==> config.mk <==
export PLATFORM = sky130hd
export DESIGN_NAME = scbt_front
export DESIGN_NICKNAME = d
export VERILOG_FILES = /design/src/design/scbt_pkg.sv /design/src/design/scbt_front.sv
export SDC_FILE = /design/constraint.sdc
export NUM_CORES = 1
export LEC_CHECK = 0
export BUFFER_PORTS_ARGS = -buffer_cell sky130_fd_sc_hd__buf_2
export CAP_MARGIN = 20
export CORE_AREA = 4 4 345 347
export DETAILED_ROUTE_END_ITERATION = 16
export DIE_AREA = 0 0 349 351
export GPL_TIMING_DRIVEN = 0
export PLACE_DENSITY = 0.6
export SLEW_MARGIN = 20
export SYNTH_ARGS = -nofsm -noshare
export SYNTH_HDL_FRONTEND = slang
export SYNTH_SLANG_ARGS = --single-unit
==> constraint.sdc <==
create_clock -name clk -period 31.4 [get_ports clk]
set_input_delay 6.28 -clock clk [delete_from_list [all_inputs] [get_ports clk]]
set_output_delay 6.28 -clock clk [all_outputs]
set_load 0.03 [all_outputs]
==> src/design/scbt_pkg.sv <==
// ---------------------------------------------------------------------------
// scbt_pkg
// Shared widths, register indexes and the segment record type for the
// segment box clearance test unit.
// ---------------------------------------------------------------------------
`timescale 1ns / 1ps

package scbt_pkg;

  localparam int CB        = 30;        // coordinate width
  localparam int MB        = 25;        // margin width
  localparam int SB        = 24;        // spacing width
  localparam int DW        = CB + 1;    // coordinate difference
  localparam int LW        = CB + 2;    // grown bounds and lane values
  localparam int XW        = CB + 3;    // slab numerators and multiplier operands
  localparam int PW        = 2 * XW;    // multiplier product
  localparam int SQW       = 64;        // squared length and root work
  localparam int QW        = 32;        // divider dividend
  localparam int NUM_LANES = 4;         // x, y, z, altitude
  localparam int NUM_REGS  = 8;
  localparam int CIW       = 3;

  localparam logic [1:0] LANE_ALT = 2'd3;
  localparam logic [1:0] LANE_Z   = 2'd2;

  localparam logic [CIW-1:0] REG_BOX_MIN_X   = 3'd0;
  localparam logic [CIW-1:0] REG_BOX_MIN_Y   = 3'd1;
  localparam logic [CIW-1:0] REG_BOX_MIN_Z   = 3'd2;
  localparam logic [CIW-1:0] REG_BOX_MAX_X   = 3'd3;
  localparam logic [CIW-1:0] REG_BOX_MAX_Y   = 3'd4;
  localparam logic [CIW-1:0] REG_BOX_MAX_Z   = 3'd5;
  localparam logic [CIW-1:0] REG_ALT_FLOOR   = 3'd6;
  localparam logic [CIW-1:0] REG_ALT_CEILING = 3'd7;

  localparam logic signed [CB-1:0] ALT_CEILING_RST = -30'sd100;

  typedef struct packed {
    logic [NUM_LANES-1:0][CB-1:0] s;   // start point per lane
    logic [NUM_LANES-1:0][DW-1:0] d;   // end minus start per lane
    logic [NUM_LANES-1:0][LW-1:0] lo;  // grown lower bound per lane
    logic [NUM_LANES-1:0][LW-1:0] hi;  // grown upper bound per lane
    logic                         band_en;
    logic [SB-1:0]                step;
  } seg_rec_t;

  localparam int REC_W = $bits(seg_rec_t);

endpackage

==> src/design/scbt_front.sv <==
// ---------------------------------------------------------------------------
// scbt_front
// Holds the configuration registers, takes items and turns each into a
// record of start points, deltas and clearance-grown bounds.
// ---------------------------------------------------------------------------
`timescale 1ns / 1ps

module scbt_front import scbt_pkg::*; (
  input  logic                 clk,
  input  logic                 rst_n,
  input  logic                 start,
  output logic                 busy,
  input  logic signed [CB-1:0] in_start_x,
  input  logic signed [CB-1:0] in_start_y,
  input  logic signed [CB-1:0] in_start_z,
  input  logic signed [CB-1:0] in_end_x,
  input  logic signed [CB-1:0] in_end_y,
  input  logic signed [CB-1:0] in_end_z,
  input  logic signed [CB-1:0] in_start_altitude,
  input  logic signed [CB-1:0] in_end_altitude,
  input  logic signed [MB-1:0] in_horizontal_margin,
  input  logic signed [MB-1:0] in_vertical_margin,
  input  logic        [SB-1:0] in_sample_spacing,
  input  logic                 cfg_we,
  input  logic       [CIW-1:0] cfg_index,
  input  logic        [CB-1:0] cfg_wdata,
  input  logic                 q_full,
  output logic                 push,
  output seg_rec_t             rec
);

  logic signed [CB-1:0] cfg_r [NUM_REGS];
  seg_rec_t             rec_r;
  seg_rec_t             rec_nxt;
  logic                 valid_r;
  logic                 accept;
  logic signed [MB-1:0] hm;
  logic signed [MB-1:0] vm;

  always_ff @(posedge clk) begin
    if (!rst_n) begin
      for (int i = 0; i < NUM_REGS; i++) cfg_r[i] <= '0;
      cfg_r[REG_ALT_CEILING] <= ALT_CEILING_RST;
    end else if (cfg_we) begin
      cfg_r[cfg_index] <= cfg_wdata;
    end
  end

  always_comb begin
    hm = in_horizontal_margin[MB-1] ? '0 : in_horizontal_margin;
    vm = in_vertical_margin[MB-1] ? '0 : in_vertical_margin;

    rec_nxt.s[0] = in_start_x;
    rec_nxt.s[1] = in_start_y;
    rec_nxt.s[2] = in_start_z;
    rec_nxt.s[3] = in_start_altitude;
    rec_nxt.d[0] = DW'(in_end_x) - DW'(in_start_x);
    rec_nxt.d[1] = DW'(in_end_y) - DW'(in_start_y);
    rec_nxt.d[2] = DW'(in_end_z) - DW'(in_start_z);
    rec_nxt.d[3] = DW'(in_end_altitude) - DW'(in_start_altitude);

    rec_nxt.lo[0] = LW'(cfg_r[REG_BOX_MIN_X]) - LW'(hm);
    rec_nxt.lo[1] = LW'(cfg_r[REG_BOX_MIN_Y]) - LW'(hm);
    rec_nxt.lo[2] = LW'(cfg_r[REG_BOX_MIN_Z]) - LW'(vm);
    rec_nxt.lo[3] = LW'(cfg_r[REG_ALT_FLOOR]) - LW'(vm);
    rec_nxt.hi[0] = LW'(cfg_r[REG_BOX_MAX_X]) + LW'(hm);
    rec_nxt.hi[1] = LW'(cfg_r[REG_BOX_MAX_Y]) + LW'(hm);
    rec_nxt.hi[2] = LW'(cfg_r[REG_BOX_MAX_Z]) + LW'(vm);
    rec_nxt.hi[3] = LW'(cfg_r[REG_ALT_CEILING]) + LW'(vm);

    rec_nxt.band_en = cfg_r[REG_ALT_CEILING] >= cfg_r[REG_ALT_FLOOR];
    rec_nxt.step    = (in_sample_spacing == '0) ? SB'(1) : in_sample_spacing;
  end

  assign push   = valid_r && !q_full;
  assign busy   = valid_r && q_full;
  assign accept = start && !busy;

  always_ff @(posedge clk) begin
    if (!rst_n) begin
      valid_r <= 1'b0;
    end else begin
      if (accept) valid_r <= 1'b1;
      else if (push) valid_r <= 1'b0;
    end
  end

  always_ff @(posedge clk) begin
    if (accept) rec_r <= rec_nxt;
  end

  assign rec = rec_r;

endmodule

==> impl_results.md <==
* Via count at between 30000 and 40000
* GRT Util Overall at 0.262
* Die height at 351 microns
* Register bit count reported by yosys at ~760
* Number of clock sinks at ~760
* Detailed Routing Iterations Pass 1 at 5
* Largest cells by area after synthesis: edfxtp_1 (49%), ha_1 (7.2%), xnor2_1 (5.8%), a21oi_1 (3.2%), and2_1 (3.2%)
* Avg WL per Cell at between 20 and 25 microns
* CTS clk-pin slew, worst paths at around 0.06 ns
* Worst skew pair latency at a little under 0.7 ns
* End point of the critical path: busy
* CTS root buffer: clkbuf_16
* Slowest stage delay, CP at roughly 0.23 ns
* Boundary Pins at 879
* Final WS setup at roughly 18 ns
* Pre-CTS WS at ~18 ns
* Async SR Flop Fraction at 0
* Most used cell, CP: buf_2
* Final net count at about 6000
* Delay-heaviest family, CP: buffers and inverters
* DRC Markers at 0
* Slew Limit Fails at 0
* Status: complete, no violations
* Die Wd at between 300 and 400 microns
* Maximum vdd drop at just over 0.04 mV
* Resize count post-CTS at 0
* Post-Route Utilization at 0.485
* Endpoint type of the worst setup path: output port
* Mean area per synthesized cell at 10.6 sq um
* Final setup vio count at 0
* H-tree depth at 3
* Via density at around 5.4
* CP Class: in2out
* Initial antenna violation count at 37
* Area growth from synthesis to layout at 21.5%
* Fraction of layout cells with a size suffix above 1 at 0.211
* Register area share after synthesis at 0.491
* Critical path arrival at just under 7 ns
* DP HPWL at roughly 140000 microns
* Drt initial violations at ~3000
* R2r startpoint: cfg_r[7][12]
* Core Footprint at 116000 sq um
* First-pass GRT wire length at 239000 microns
* Worst reg-to-reg path cell count at 12
* Clock Tree Buf Depth at 3
* CP max-delay cell: buf_2
* Top_reg_cell synth: edfxtp_1
* Final instance area at 56300 sq um
* Critical path origin: q_full
* Starting density of the core at 0.400
* WHS at around 0.56 ns
* Congestion Overflow GR at 0
* Number of hold buffers added after CTS at 0
* Distinct cell type count after synthesis at ~110
* Final setup TNS at 0 ns
* Worst-path maximum fanout at 3
* Core Rows at 125
* Leading area contributor after synthesis: edfxtp_1
* Routability cong. at 0.927
* Number of global-route vias before repair at between 30000 and 40000
* Routed WL at about 170000 microns
* Clock Skew at between 0.02 and 0.025 ns
* Syn_nets at 5000
* Die area at between 100000 and 150000 sq um
* Post-CTS Setup Bufs at 0
* Reg2Reg Setup Slack at 27.46 ns
* Synthesized area at 46300 sq um
* Largest net degree at the start of global routing at 30
* Number of port buffers at between 800 and 900
* Synthesis warning total at 0
* Worst endpoint required time at approximately 25 ns
* Hold crit path type: reg2reg
* Yosys top cell area share at 0.491
* CTS tree: yes
* Count leader, synth: edfxtp_1
* ANT nets after route at 0
* Leakage at between 20 and 25 nW
* Post-synth EDFFs at 757
* Worst slew pin tran at about 1.1 ns
* Power density cells at around 56 nW/um^2
* Worst slew margin at 0.253
* Max_cap viols at 0
* Post-Synthesis Cells at about 4400
* Final Hold Vio Count at 0
* Fmax at around 76 MHz
* Unrepaired setup endpoints after global routing: false
* WP buf/inv at 2
* Placed cell area at between 50000 and 60000 sq um
* Cts bufs inserted at around 90
* Cells along the critical path: buf_2 -> and2_1 -> buf_2
* Worst reg2reg endpoint: rec[148]
* Synth top cells by count: edfxtp_1 (757), inv_1 (335), xnor2_1 (306)
* Number of cells on the critical path at 3
* Fin crit period at 13.07 ns
* CP startpoint kind: input port
* Final period util at 0.416
-- cells in the final DEF (no fill, tap or decap), drive strengths merged, types with 21 or more instances in the layout --
cell	n
xnor2	306
nand4	28
and3	30
buf	963
ha	266
nor3	46
clkbuf	265
a21oi	303
o22ai	30
o21bai	37
a31oi	130
clkinv	38
and2	234
a21o	114
o211ai	37
a211oi	25
a21boi	23
edfxtp	757
xor2	138
nor4bb	34
diode	21
nor2b	72
nand2	203
o21ai	210
o32ai	31
inv	345
maj3	23
nand2b	56
nor2	250
or3	36
o21a	40
nand3	106
-- worst min-delay path by stage --
| stage | to | cells after the start | startpoint | slack [ns] |
|---|---|---|---|---|
| global placement | rec[89] | 1 | cfg_r[5][0] | 0.54 |
| floorplan | rec[279] | 2 | cfg_r[6][29] | 0.51 |
| finish | rec[89] | 1 | cfg_r[5][0] | 0.56 |
| detailed placement | rec[89] | 1 | cfg_r[5][0] | 0.55 |
| CTS | rec[89] | 1 | cfg_r[5][0] | 0.56 |
| global route | rec[89] | 1 | cfg_r[5][0] | 0.57 |
-- logic make-up after synthesis --
family,synth area share
compound gates,0.159
xor+xnor,0.0845
simple gates,0.137
buf+inv,0.0487
fa+ha+maj,0.0786
flops,0.491
mux,0.000675
-- per-layer routing --
layer,GRT usage,part of all wire,vias up,wire length (microns)
li1,-,-,18000,-
met1,0.311,0.39,18100,64500
met2,0.455,0.49,1399,82000
met3,0.0541,0.074,310,12400
met4,0.127,0.051,18,8540
met5,0,0.00069,-,115
-- metrics by stage --
step                power [mW]  cells
CTS                       3.15   6959
global placement          2.13   6767
floorplan                 1.84   4378
finish                    3.12   6980
detailed placement        2.09   6797
global route              3.26   6969
-- layout make-up --
| class | count | area (sq um) |
|---|---|---|
| fillers | 10800 | 59600 |
| repair buffers | 895 | 5030 |
| multi-input cells | 3048 | 21400 |
| inverters | 338 | 1270 |
| clock buffers | 99 | 2260 |
| diodes | 21 | 52.6 |
| well taps | 1524 | 1910 |
| plain buffers | 234 | 987 |
| flip-flops and latches | 758 | 22800 |
| clock inverters | 63 | 617 |
-- sequential cells by signal (all words and copies together), names as in the netlist --
name and cells:
cfg_r 240, rec 517, valid_r 1
-- where the power goes --
part,internal (mW),switching (mW)
clock network,0.603,0.442
logic,0.262,0.538
registers,1.24,0.0410
Note: power is estimated with default switching activity, not from simulation.
