$ cat src/design/scbt_queue.sv
// ---------------------------------------------------------------------------
// scbt_queue
// Two-entry queue of classified items between front and back.
// ---------------------------------------------------------------------------
`timescale 1ns / 1ps

module scbt_queue #(
  parameter int W = 8
) (
  input  logic         clk,
  input  logic         rst_n,
  input  logic         push,
  input  logic [W-1:0] din,
  input  logic         pop,
  output logic [W-1:0] dout,
  output logic         full,
  output logic         empty
);

  logic [W-1:0] mem_r [2];
  logic         wp_r;
  logic         rp_r;
  logic [1:0]   cnt_r;

  always_ff @(posedge clk) begin
    if (!rst_n) begin
      wp_r  <= 1'b0;
      rp_r  <= 1'b0;
      cnt_r <= '0;
    end else begin
      if (push) begin
        mem_r[wp_r] <= din;
        wp_r        <= ~wp_r;
      end
      if (pop) rp_r <= ~rp_r;
      cnt_r <= cnt_r + {1'b0, push} - {1'b0, pop};
    end
  end

  assign dout  = mem_r[rp_r];
  assign full  = cnt_r == 2'd2;
  assign empty = cnt_r == 2'd0;

endmodule

$ cat config.mk
export PLATFORM = sky130hd
export DESIGN_NAME = scbt_queue
export DESIGN_NICKNAME = d
export VERILOG_FILES = /design/src/design/scbt_queue.sv
export SDC_FILE = /design/constraint.sdc
export NUM_CORES = 1
export LEC_CHECK = 0
export BUFFER_PORTS_ARGS = -buffer_cell sky130_fd_sc_hd__buf_2
export CAP_MARGIN = 20
export CORE_MARGIN = 1.5
export CORE_UTILIZATION = 40
export DETAILED_ROUTE_END_ITERATION = 10
export PLACE_DENSITY_LB_ADDON = 0.3
export SYNTH_ARGS = -nofsm -noshare
export SYNTH_HDL_FRONTEND = slang
export SYNTH_SLANG_ARGS = --single-unit
$ cat constraint.sdc
create_clock -name clk -period 1.45 [get_ports clk]
set_input_delay 0.3625 -clock clk [delete_from_list [all_inputs] [get_ports clk]]
set_output_delay 0.3625 -clock clk [all_outputs]
set_load 0.005 [all_outputs]
==> results of run 1 <==
## worst min-delay path by stage
stage | slack [ps] | end | start
after CTS | 240 | mem_r[0][5] | din[5]
after global routing | 230 | mem_r[0][5] | din[5]
after detailed placement | 550 | mem_r[0][5] | din[5]
final | 250 | mem_r[0][5] | din[5]
after global placement | 550 | mem_r[0][5] | din[5]
after floorplan | 460 | mem_r[0][0] | din[0]
## sequential cells by signal, indices dropped and copies added (netlist names), named ones only
signal and cells:
wp_r 1, cnt_r 2, mem_r 16, rp_r 1
## layout make-up
type,instances,area (µm²),area share [%]
clock buffers,4,26.3,2.44
inverters,2,7.51,0.698
multi-input cells,23,240,22.4
flip-flops and latches,21,582,54.1
well taps,27,33.8,3.14
repair buffers,24,185,17.2
## repair_timing
| action | 4_1_cts | 5_1_grt |
|---|---|---|
| gates resized for setup | 18 | 1 |
| endpoints found under the setup margin | 8 | 8 |
| endpoints found under the hold margin | 0 | 0 |
## cell usage in the layout (no fill, tap or decap), types with 2 or more instances in the layout
cell type	Yosys	final
sky130_fd_sc_hd__and2_1	4	4
sky130_fd_sc_hd__nor2b_1	2	2
sky130_fd_sc_hd__inv_1	2	2
sky130_fd_sc_hd__edfxtp_1	16	16
sky130_fd_sc_hd__ha_1	2	2
sky130_fd_sc_hd__dfxtp_1	5	4
sky130_fd_sc_hd__buf_2	1	13
sky130_fd_sc_hd__nor2_1	2	2
sky130_fd_sc_hd__buf_6	0	10
sky130_fd_sc_hd__clkbuf_4	0	3
sky130_fd_sc_hd__xor2_1	2	2
sky130_fd_sc_hd__mux2_4	0	8
## power groups by stage
stage                     clock network, µW  registers, µW  logic [µW]
after floorplan                           0            715         108
after global placement                    0            717         176
after detailed placement                  0            720         181
after CTS                               267            709         225
after global routing                    297            714         252
final                                   255            708         224
## worst max-delay path, delay by kind of cell, from the launching register on
family	cells	cell delay, ps
flip-flops	1	350
multiplexers	1	310
buffers and inverters	2	250
## kinds of logic (layout without fill, tap and decap cells)
| logic type | Yosys count | in the layout | synth area share, % |
|---|---|---|---|
| xor gates and xnor gates | 3 | 3 | 4.98 |
| DFF | 21 | 21 | 72.3 |
| muxes | 8 | 8 | 11.2 |
| buffers and inverters | 3 | 30 | 1.56 |
| and+or+nand+nor | 10 | 10 | 6.85 |
| adders and majority gates | 2 | 2 | 3.11 |
## metal layers
layer,share of wire [%],vias up
met5,0,-
met4,0.71,0
met3,4.5,2
met2,53,13
met1,41,220
li1,-,223
## metrics by stage
stage	total power, µW	setup slack, ps
CTS	1200	-101
global route	1260	-150
detailed placement	902	90.4
global placement	894	152
finish	1190	-93.1
floorplan	822	285
==> results.sh, run 1 <==
export IMPL_fin_setup_tns_ps=-692
export IMPL_io_pin_count=22
export IMPL_synth_seq_area_share_pct=72.3
export IMPL_globalplace_congestion=0.634
export IMPL_post_synth_edffs=16
export IMPL_crit_path_cell_trace="buf_6 -> mux2_4 -> buf_6"
export IMPL_share_of_power_burned_in_the_clock_network_pct=21.5
export IMPL_grt_busiest_layer="met2"
export IMPL_mappedNetlistArea_um2=803
export IMPL_critPathArrivalTime_ps=1180
export IMPL_finalCritPeriodShare_pct=106
export IMPL_globalRouteTotalUtil_pct=12.3
export IMPL_maxCapViolations=0
export IMPL_final_worst_path_setup_slack_ps=-93.1
export IMPL_synth_warning_count=0
export IMPL_synth_fp_nets=61
export IMPL_final_number_of_max_transition_violations=0
export IMPL_grtUsageMet2_pct=21.6
export IMPL_placement_rows=16
export IMPL_port_buffer_count=21
export IMPL_areaGrowthSynthToFinish_pct=33.8
export IMPL_regToRegSetupSlack_ps=200
export IMPL_max_slew_margin_rel_pct=74.2
export IMPL_vias=458
export IMPL_firstDrtPassIters=3
export IMPL_total_nets_final=89
export IMPL_grt_max_degree=12
export IMPL_clock_input_transition_at_the_sequential_cells_of_the_worst_setup_and_hold_paths_ps=110
export IMPL_die_width_um=47.8
export IMPL_most_common_library_cells_after_synthesis="sky130_fd_sc_hd__edfxtp_1, sky130_fd_sc_hd__mux2_2, sky130_fd_sc_hd__dfxtp_1"
export IMPL_die_height_um=47.8
export IMPL_seq_power_share_pct=59.6
export IMPL_synth_top_flop_cell="sky130_fd_sc_hd__edfxtp_1"
export IMPL_start_util_pct=41.8
export IMPL_grt_pass1_vias=440
export IMPL_worstHoldPathType="in2reg"
export IMPL_total_wirelength_of_the_detailed_routed_design_mm=1.13
export IMPL_max_slew_worst_pin_slew_ps=388
export IMPL_critical_path_endpoint="dout[1]"
export IMPL_dp_cells=97
export IMPL_post_cts_hold_buffer_count=0
export IMPL_clock_fmax_mhz=648
export IMPL_power_switching_uw=247
export IMPL_stdcell_count=101
export IMPL_synth_cell_types=13
export IMPL_clock_tree_root_driver_cell="sky130_fd_sc_hd__clkbuf_4"
export IMPL_dp_hpwl_um=798
export IMPL_start_kind="register"
export IMPL_hold_path_cell_count=1
export IMPL_ctsLongestPathBuffers=2
export IMPL_combPwrFrac_pct=18.9
export IMPL_final_core_utilization_pct=55.9
export IMPL_clock_sink_count=21
export IMPL_yosysTopAreaCellShare_pct=59.8
export IMPL_final_period_demand_of_the_worst_path_ps=1540
export IMPL_rsz_0062_raised_after_global_routing="true"
export IMPL_timing_critical_path_fanout_max=4
export IMPL_violations="negative setup slack"
export IMPL_worst_setup_path_type="reg2out"
export IMPL_run_status="finished with violations"
export IMPL_synth_top_cell_by_area="sky130_fd_sc_hd__edfxtp_1"
export IMPL_routed_wire_length_per_instance_um=11.2
export IMPL_congestion_overflow_gr=0
export IMPL_gr_usage_met3_pct=4.53
export IMPL_number_of_synthesized_register_bits=21
export IMPL_grt_first_pass_wirelength_mm=1.87
export IMPL_slowest_stage="sky130_fd_sc_hd__dfxtp_2"
export IMPL_swShare_pct=20.8
export IMPL_cts_htree_levels=1
export IMPL_placed_cell_area_um2=960
export IMPL_die_area_mm2=0.00229
export IMPL_post_synth_inst_count=47
export IMPL_clock_skew_final_ps=9.22
export IMPL_synth_most_common_cell="sky130_fd_sc_hd__edfxtp_1"
export IMPL_drtAntennaViolNets=0
export IMPL_rr_startpoint="cnt_r[0]"
export IMPL_p_leak_uw=0.000456
export IMPL_tritoncts="yes"
export IMPL_post_cts_repair_setup_buffers=0
export IMPL_syn_avg_cell_area_um2=17.1
export IMPL_core_region_area_mm2=0.00192
export IMPL_timing_hold_ws_ps=252
export IMPL_gr_usage_met1_pct=14.0
export IMPL_stdcell_area_mm2=0.00107
export IMPL_vdd_ir_drop_worst_v=0.000984
export IMPL_setup_worst_path_end_class="output pin"
export IMPL_grt_antenna_before_repair=0
export IMPL_detailedRoute_firstIterationViolations=5
export IMPL_layout_drive_gt1_share_pct=48.6
export IMPL_cts_made_buffers=3
export IMPL_timing_reg2reg_worst_path_depth=6
export IMPL_nFillCells=174
export IMPL_r2r_end="cnt_r[1]"
export IMPL_setup_viol=8
export IMPL_post_synth_main_area_contributors="sky130_fd_sc_hd__edfxtp_1, sky130_fd_sc_hd__dfxtp_1, sky130_fd_sc_hd__mux2_2"
export IMPL_clk_latency_ps=290
export IMPL_worst_ep_required_time_ps=1090
export IMPL_power_per_cell_area_mw_per_mm2=1110
export IMPL_vias_per_cell=4.53
export IMPL_p_int_uw=941
export IMPL_timing_hold_violations_final=0
export IMPL_ys_async_sr_fraction_pct=0
export IMPL_antenna_cells_inserted=0
export IMPL_critPathMaxStageDelay_ps=350
export IMPL_route_detailed_drc=0
export IMPL_critical_path_most_common_cell="sky130_fd_sc_hd__buf_6"
Power figures use the tool's default switching activity.
==> run 2: changes to the inputs <==
--- a/config.mk
+++ b/config.mk
@@ -9,7 +9,9 @@
 export CAP_MARGIN = 20
 export CORE_MARGIN = 1.5
 export CORE_UTILIZATION = 40
+export CTS_BUF_LIST = sky130_fd_sc_hd__clkbuf_2 sky130_fd_sc_hd__clkbuf_4 sky130_fd_sc_hd__clkbuf_8
 export DETAILED_ROUTE_END_ITERATION = 10
+export GPL_TIMING_DRIVEN = 1
 export PLACE_DENSITY_LB_ADDON = 0.3
 export SYNTH_ARGS = -nofsm -noshare
 export SYNTH_HDL_FRONTEND = slang
==> run 2 against run 1 <==
  * The flow still finishes with violations (negative setup slack)
  * Critical endpoint unchanged
  * Global-route usage grew 0.24 points
  * Clock power grew 7.8%
  * Register-to-register slack is essentially flat
  * Total power grew 1.7%
  * Die area is the same
==> results.sh, run 2 (synthesis gave the netlist of run 1 again) <==
export IMPL_cts_htree_levels=1
export IMPL_port_buffer_count=21
export IMPL_globalRouteTotalUtil_pct=12.5
export IMPL_clock_tree_root_driver_cell="sky130_fd_sc_hd__clkbuf_4"
export IMPL_critPathMaxStageDelay_ps=350
export IMPL_finalCritPeriodShare_pct=107
export IMPL_start_kind="register"
export IMPL_violations="negative setup slack"
export IMPL_start_util_pct=41.8
export IMPL_tritoncts="yes"
export IMPL_power_per_cell_area_mw_per_mm2=1120
export IMPL_core_region_area_mm2=0.00192
export IMPL_clock_input_transition_at_the_sequential_cells_of_the_worst_setup_and_hold_paths_ps=110
export IMPL_die_height_um=47.8
export IMPL_critical_path_most_common_cell="sky130_fd_sc_hd__buf_6"
export IMPL_max_slew_margin_rel_pct=74.2
export IMPL_p_leak_uw=0.000459
export IMPL_grt_antenna_before_repair=0
export IMPL_areaGrowthSynthToFinish_pct=34.3
export IMPL_final_worst_path_setup_slack_ps=-94.7
export IMPL_routed_wire_length_per_instance_um=11.4
export IMPL_timing_hold_violations_final=0
export IMPL_globalplace_congestion=0.634
export IMPL_rsz_0062_raised_after_global_routing="true"
export IMPL_cp_top_family="flip-flops"
export IMPL_mostFrequentLayoutCells="sky130_fd_sc_hd__edfxtp_1, sky130_fd_sc_hd__buf_2, sky130_fd_sc_hd__buf_6, sky130_fd_sc_hd__mux2_4"
export IMPL_fin_setup_tns_ps=-701
export IMPL_dp_hpwl_um=798
export IMPL_cts_made_buffers=3
export IMPL_critPathArrivalTime_ps=1180
export IMPL_die_area_mm2=0.00229
export IMPL_vdd_ir_drop_worst_v=0.000987
export IMPL_dp_cells=97
export IMPL_vias_per_cell=4.54
export IMPL_final_number_of_max_transition_violations=0
export IMPL_grt_pass1_vias=448
export IMPL_stdcell_count=101
export IMPL_post_cts_hold_buffer_count=0
export IMPL_setup_worst_path_end_class="output pin"
export IMPL_io_pin_count=22
export IMPL_run_status="finished with violations"
export IMPL_crit_path_cell_trace="buf_6 -> mux2_4 -> buf_6"
export IMPL_slowest_stage="sky130_fd_sc_hd__dfxtp_2"
export IMPL_clk_latency_ps=290
export IMPL_total_nets_final=89
export IMPL_layout_drive_gt1_share_pct=50.0
export IMPL_post_cts_repair_setup_buffers=0
export IMPL_clock_skew_final_ps=10.2
export IMPL_grt_max_degree=12
export IMPL_clock_fmax_mhz=647
export IMPL_grt_first_pass_wirelength_mm=1.91
export IMPL_max_slew_worst_pin_slew_ps=387
export IMPL_route_detailed_drc=0
export IMPL_vias=459
export IMPL_worstHoldPathType="in2reg"
export IMPL_max_ffs_per_register=16
export IMPL_antenna_cells_inserted=0
export IMPL_final_period_demand_of_the_worst_path_ps=1540
export IMPL_worst_ep_required_time_ps=1090
export IMPL_die_width_um=47.8
export IMPL_postCtsResizedCells=18
export IMPL_placement_rows=16
export IMPL_total_wirelength_of_the_detailed_routed_design_mm=1.15
export IMPL_timing_critical_path_fanout_max=4
export IMPL_worst_setup_path_type="reg2out"
export IMPL_cp_buffers_inverters=2
export IMPL_leading_cell_type_in_the_layout_fill_and_taps_excluded="sky130_fd_sc_hd__edfxtp_1"
export IMPL_biggestRegsByFlops="mem_r (16), cnt_r (2)"
export IMPL_clock_sink_count=21
export IMPL_firstDrtPassIters=2
export IMPL_setup_viol=8
export IMPL_maxCapViolations=0
export IMPL_largest_register="mem_r"
export IMPL_ctsLongestPathBuffers=2
export IMPL_congestion_overflow_gr=0
export IMPL_finalPower_uw=1210
export IMPL_drtAntennaViolNets=0
export IMPL_detailedRoute_firstIterationViolations=7
## run 2: worst register-to-register path: stages, from the launching register on
cell	delay, ps
sky130_fd_sc_hd__dfxtp_1	360
sky130_fd_sc_hd__inv_1	50
sky130_fd_sc_hd__ha_1	260
sky130_fd_sc_hd__inv_1	60
sky130_fd_sc_hd__ha_1	140
sky130_fd_sc_hd__xnor3_1	210
sky130_fd_sc_hd__nor2b_1	120
## run 2: final timing paths
check | cells past startpoint | to | slack (ps) | from
hold reg to reg | 2 | register | 620 | rp_r
setup / recovery | 3 | dout[1] | -90 | register
setup reg to reg | 6 | cnt_r[1] | 200 | cnt_r[0]
hold / removal | 1 | mem_r[0][5] | 250 | din[5]
## run 2: stage by stage
step	hold slack (ps)	instance area (µm²)	setup WS, ps	utilization [%]
2_1_floorplan	461	803	285	-
3_3_place_gp	551	960	152	49.9
3_5_place_dp	554	960	90.4	49.9
4_1_cts	243	1070	-101	55.8
5_1_grt	232	1080	-148	56.1
6_report	251	1080	-94.7	56.1
## run 2: final cells by class
cell class	instances	area, µm²
clock buffers	4	30.0
fillers	175	843
inverters	2	7.51
multi-input cells	23	240
flip-flops and latches	21	582
well taps	27	33.8
repair buffers	24	185
## run 2: routing by layer
layer	track usage, %	up-vias	wire length, µm
met5	0	-	0
met1	14.0	221	476
li1	-	223	-
met3	4.53	2	51
met2	22.4	13	615
met4	3.24	0	8
## run 2: power breakdown
part           switching, µW  internal, µW  leakage [µW]
Clock                    149           125     0.0000184
Combinational           78.2           146      0.000252
Sequential              20.5           688      0.000189
==> run 3: changes to the inputs <==
--- a/config.mk
+++ b/config.mk
@@ -5,7 +5,7 @@
 export SDC_FILE = /design/constraint.sdc
 export NUM_CORES = 1
 export LEC_CHECK = 0
-export BUFFER_PORTS_ARGS = -buffer_cell sky130_fd_sc_hd__buf_2
+export BUFFER_PORTS_ARGS = -buffer_cell sky130_fd_sc_hd__buf_4
 export CAP_MARGIN = 20
 export CORE_MARGIN = 1.5
 export CORE_UTILIZATION = 40
==> run 3 against run 2 <==
  * The flow still finishes with violations (negative setup slack)
  * Clock skew decreased by 9.3 ps
  * Core utilization rose by 0.39 points
  * First-iteration DRC count shrank 71%
  * Largest power group unchanged
==> results.sh, run 3 (synthesis gave the netlist of run 1 again) <==
export IMPL_finalPower_uw=1200
export IMPL_worst_setup_path_type="reg2out"
export IMPL_vdd_ir_drop_worst_v=0.000801
export IMPL_run_status="finished with violations"
export IMPL_routed_wire_length_per_instance_um=11.1
export IMPL_grt_antenna_before_repair=0
export IMPL_die_area_mm2=0.00229
export IMPL_globalRouteTotalUtil_pct=11.5
export IMPL_final_core_utilization_pct=56.5
export IMPL_critPathArrivalTime_ps=1200
export IMPL_p_int_uw=945
export IMPL_p_leak_uw=0.000454
export IMPL_worstHoldPathType="in2reg"
export IMPL_start_kind="register"
export IMPL_setup_viol=8
export IMPL_max_ffs_per_register=16
export IMPL_areaGrowthSynthToFinish_pct=35.2
export IMPL_combPwrFrac_pct=19.1
export IMPL_power_switching_uw=254
export IMPL_placement_rows=16
export IMPL_setup_worst_path_end_class="output pin"
export IMPL_layout_drive_gt1_share_pct=50.0
export IMPL_total_wirelength_of_the_detailed_routed_design_mm=1.12
export IMPL_clock_input_transition_at_the_sequential_cells_of_the_worst_setup_and_hold_paths_ps=110
export IMPL_core_region_area_mm2=0.00192
export IMPL_detailedRoute_firstIterationViolations=2
export IMPL_maxCapViolations=0
export IMPL_timing_critical_path_fanout_max=5
export IMPL_grtUsageMet2_pct=16.8
export IMPL_cts_made_buffers=3
export IMPL_die_width_um=47.8
export IMPL_clock_skew_final_ps=0.912
export IMPL_share_of_power_burned_in_the_clock_network_pct=22.0
export IMPL_seq_power_share_pct=58.9
export IMPL_gr_usage_met1_pct=13.3
export IMPL_grt_max_degree=13
export IMPL_clock_tree_root_driver_cell="sky130_fd_sc_hd__clkbuf_4"
export IMPL_slowest_stage="sky130_fd_sc_hd__dfxtp_2"
export IMPL_total_nets_final=89
export IMPL_max_slew_worst_pin_slew_ps=383
export IMPL_dp_hpwl_um=798
export IMPL_mostFrequentLayoutCells="sky130_fd_sc_hd__buf_4, sky130_fd_sc_hd__edfxtp_1, sky130_fd_sc_hd__buf_6, sky130_fd_sc_hd__mux2_4"
export IMPL_start_util_pct=41.8
export IMPL_io_pin_count=22
export IMPL_max_slew_margin_rel_pct=74.5
export IMPL_final_number_of_max_transition_violations=0
export IMPL_worst_ep_required_time_ps=1090
export IMPL_antenna_cells_inserted=0
export IMPL_biggestRegsByFlops="mem_r (16), cnt_r (2)"
export IMPL_timing_hold_violations_final=0
export IMPL_crit_path_cell_trace="buf_6 -> mux2_4 -> buf_6"
export IMPL_vias=446
export IMPL_finalCritPeriodShare_pct=108
export IMPL_final_worst_path_setup_slack_ps=-116
export IMPL_swShare_pct=21.2
export IMPL_critical_path_most_common_cell="sky130_fd_sc_hd__buf_6"
export IMPL_power_per_cell_area_mw_per_mm2=1100
export IMPL_congestion_overflow_gr=0
export IMPL_final_period_demand_of_the_worst_path_ps=1570
export IMPL_leading_cell_type_in_the_layout_fill_and_taps_excluded="sky130_fd_sc_hd__buf_4"
export IMPL_grt_first_pass_wirelength_mm=1.64
export IMPL_gr_usage_met3_pct=4.15
export IMPL_tritoncts="yes"
export IMPL_timing_hold_ws_ps=245
export IMPL_route_detailed_drc=0
export IMPL_fin_setup_tns_ps=-895
export IMPL_vias_per_cell=4.42
export IMPL_port_buffer_count=21
export IMPL_die_height_um=47.8
export IMPL_clock_sink_count=21
export IMPL_grt_busiest_layer="met2"
export IMPL_drtAntennaViolNets=0
export IMPL_critPathMaxStageDelay_ps=360
export IMPL_clock_fmax_mhz=639
export IMPL_largest_register="mem_r"
export IMPL_ctsLongestPathBuffers=2
export IMPL_post_cts_repair_setup_buffers=0
export IMPL_clk_latency_ps=290
export IMPL_violations="negative setup slack"
export IMPL_firstDrtPassIters=2
export IMPL_grt_pass1_vias=399
export IMPL_rsz_0062_raised_after_global_routing="true"
export IMPL_cts_htree_levels=1
export IMPL_globalplace_congestion=0.627
[run 3: critical path, delay by kind of cell, from the launching register on]
kind     cells  cell delay [ps]
mux          1              310
flops        1              360
buf+inv      2              240
[run 3: what timing repair did]
item / 4_1_cts / 5_1_grt
resized for setup: 13 / 0
endpoints found under the setup margin: 8 / 8
gates cloned: 0 / 0
hold buffers: 0 / 0
[run 3: power by group through the flow]
stage	Clock [µW]	Combinational, µW	Sequential, µW
detailed placement	0	208	719
global placement	0	205	718
CTS	276	233	707
global route	301	256	712
floorplan	0	108	715
finish	264	229	707
[run 3: stage by stage]
stage,worst slack [ps],instances,instance area (µm²)
6_report,-116,101,1090
5_1_grt,-169,101,1090
4_1_cts,-136,101,1090
3_5_place_dp,112,97,1010
3_3_place_gp,141,97,1010
2_1_floorplan,285,47,803
[run 3: metal layers]
layer	share of wire, %	vias up
li1	-	220
met1	41	209
met2	50	13
met3	5.8	4
met4	3.5	0
met5	0	-
[run 3: layout make-up]
type	instances	area (µm²)
fillers	180	836
flip-flops and latches	21	582
multi-input cells	23	229
repair buffers	24	206
well taps	27	33.8
clock buffers	3	22.5
inverters	2	7.51
clock inverters	1	5.00
[run 3: path summary, 6_finish.rpt]
kind,startpoint,end,slack (ps),cells after the start
hold / removal,din[5],mem_r[0][5],250,1
hold reg to reg,rp_r,register,590,2
setup / recovery,register,dout[7],-120,3
setup reg to reg,cnt_r[0],cnt_r[1],230,6
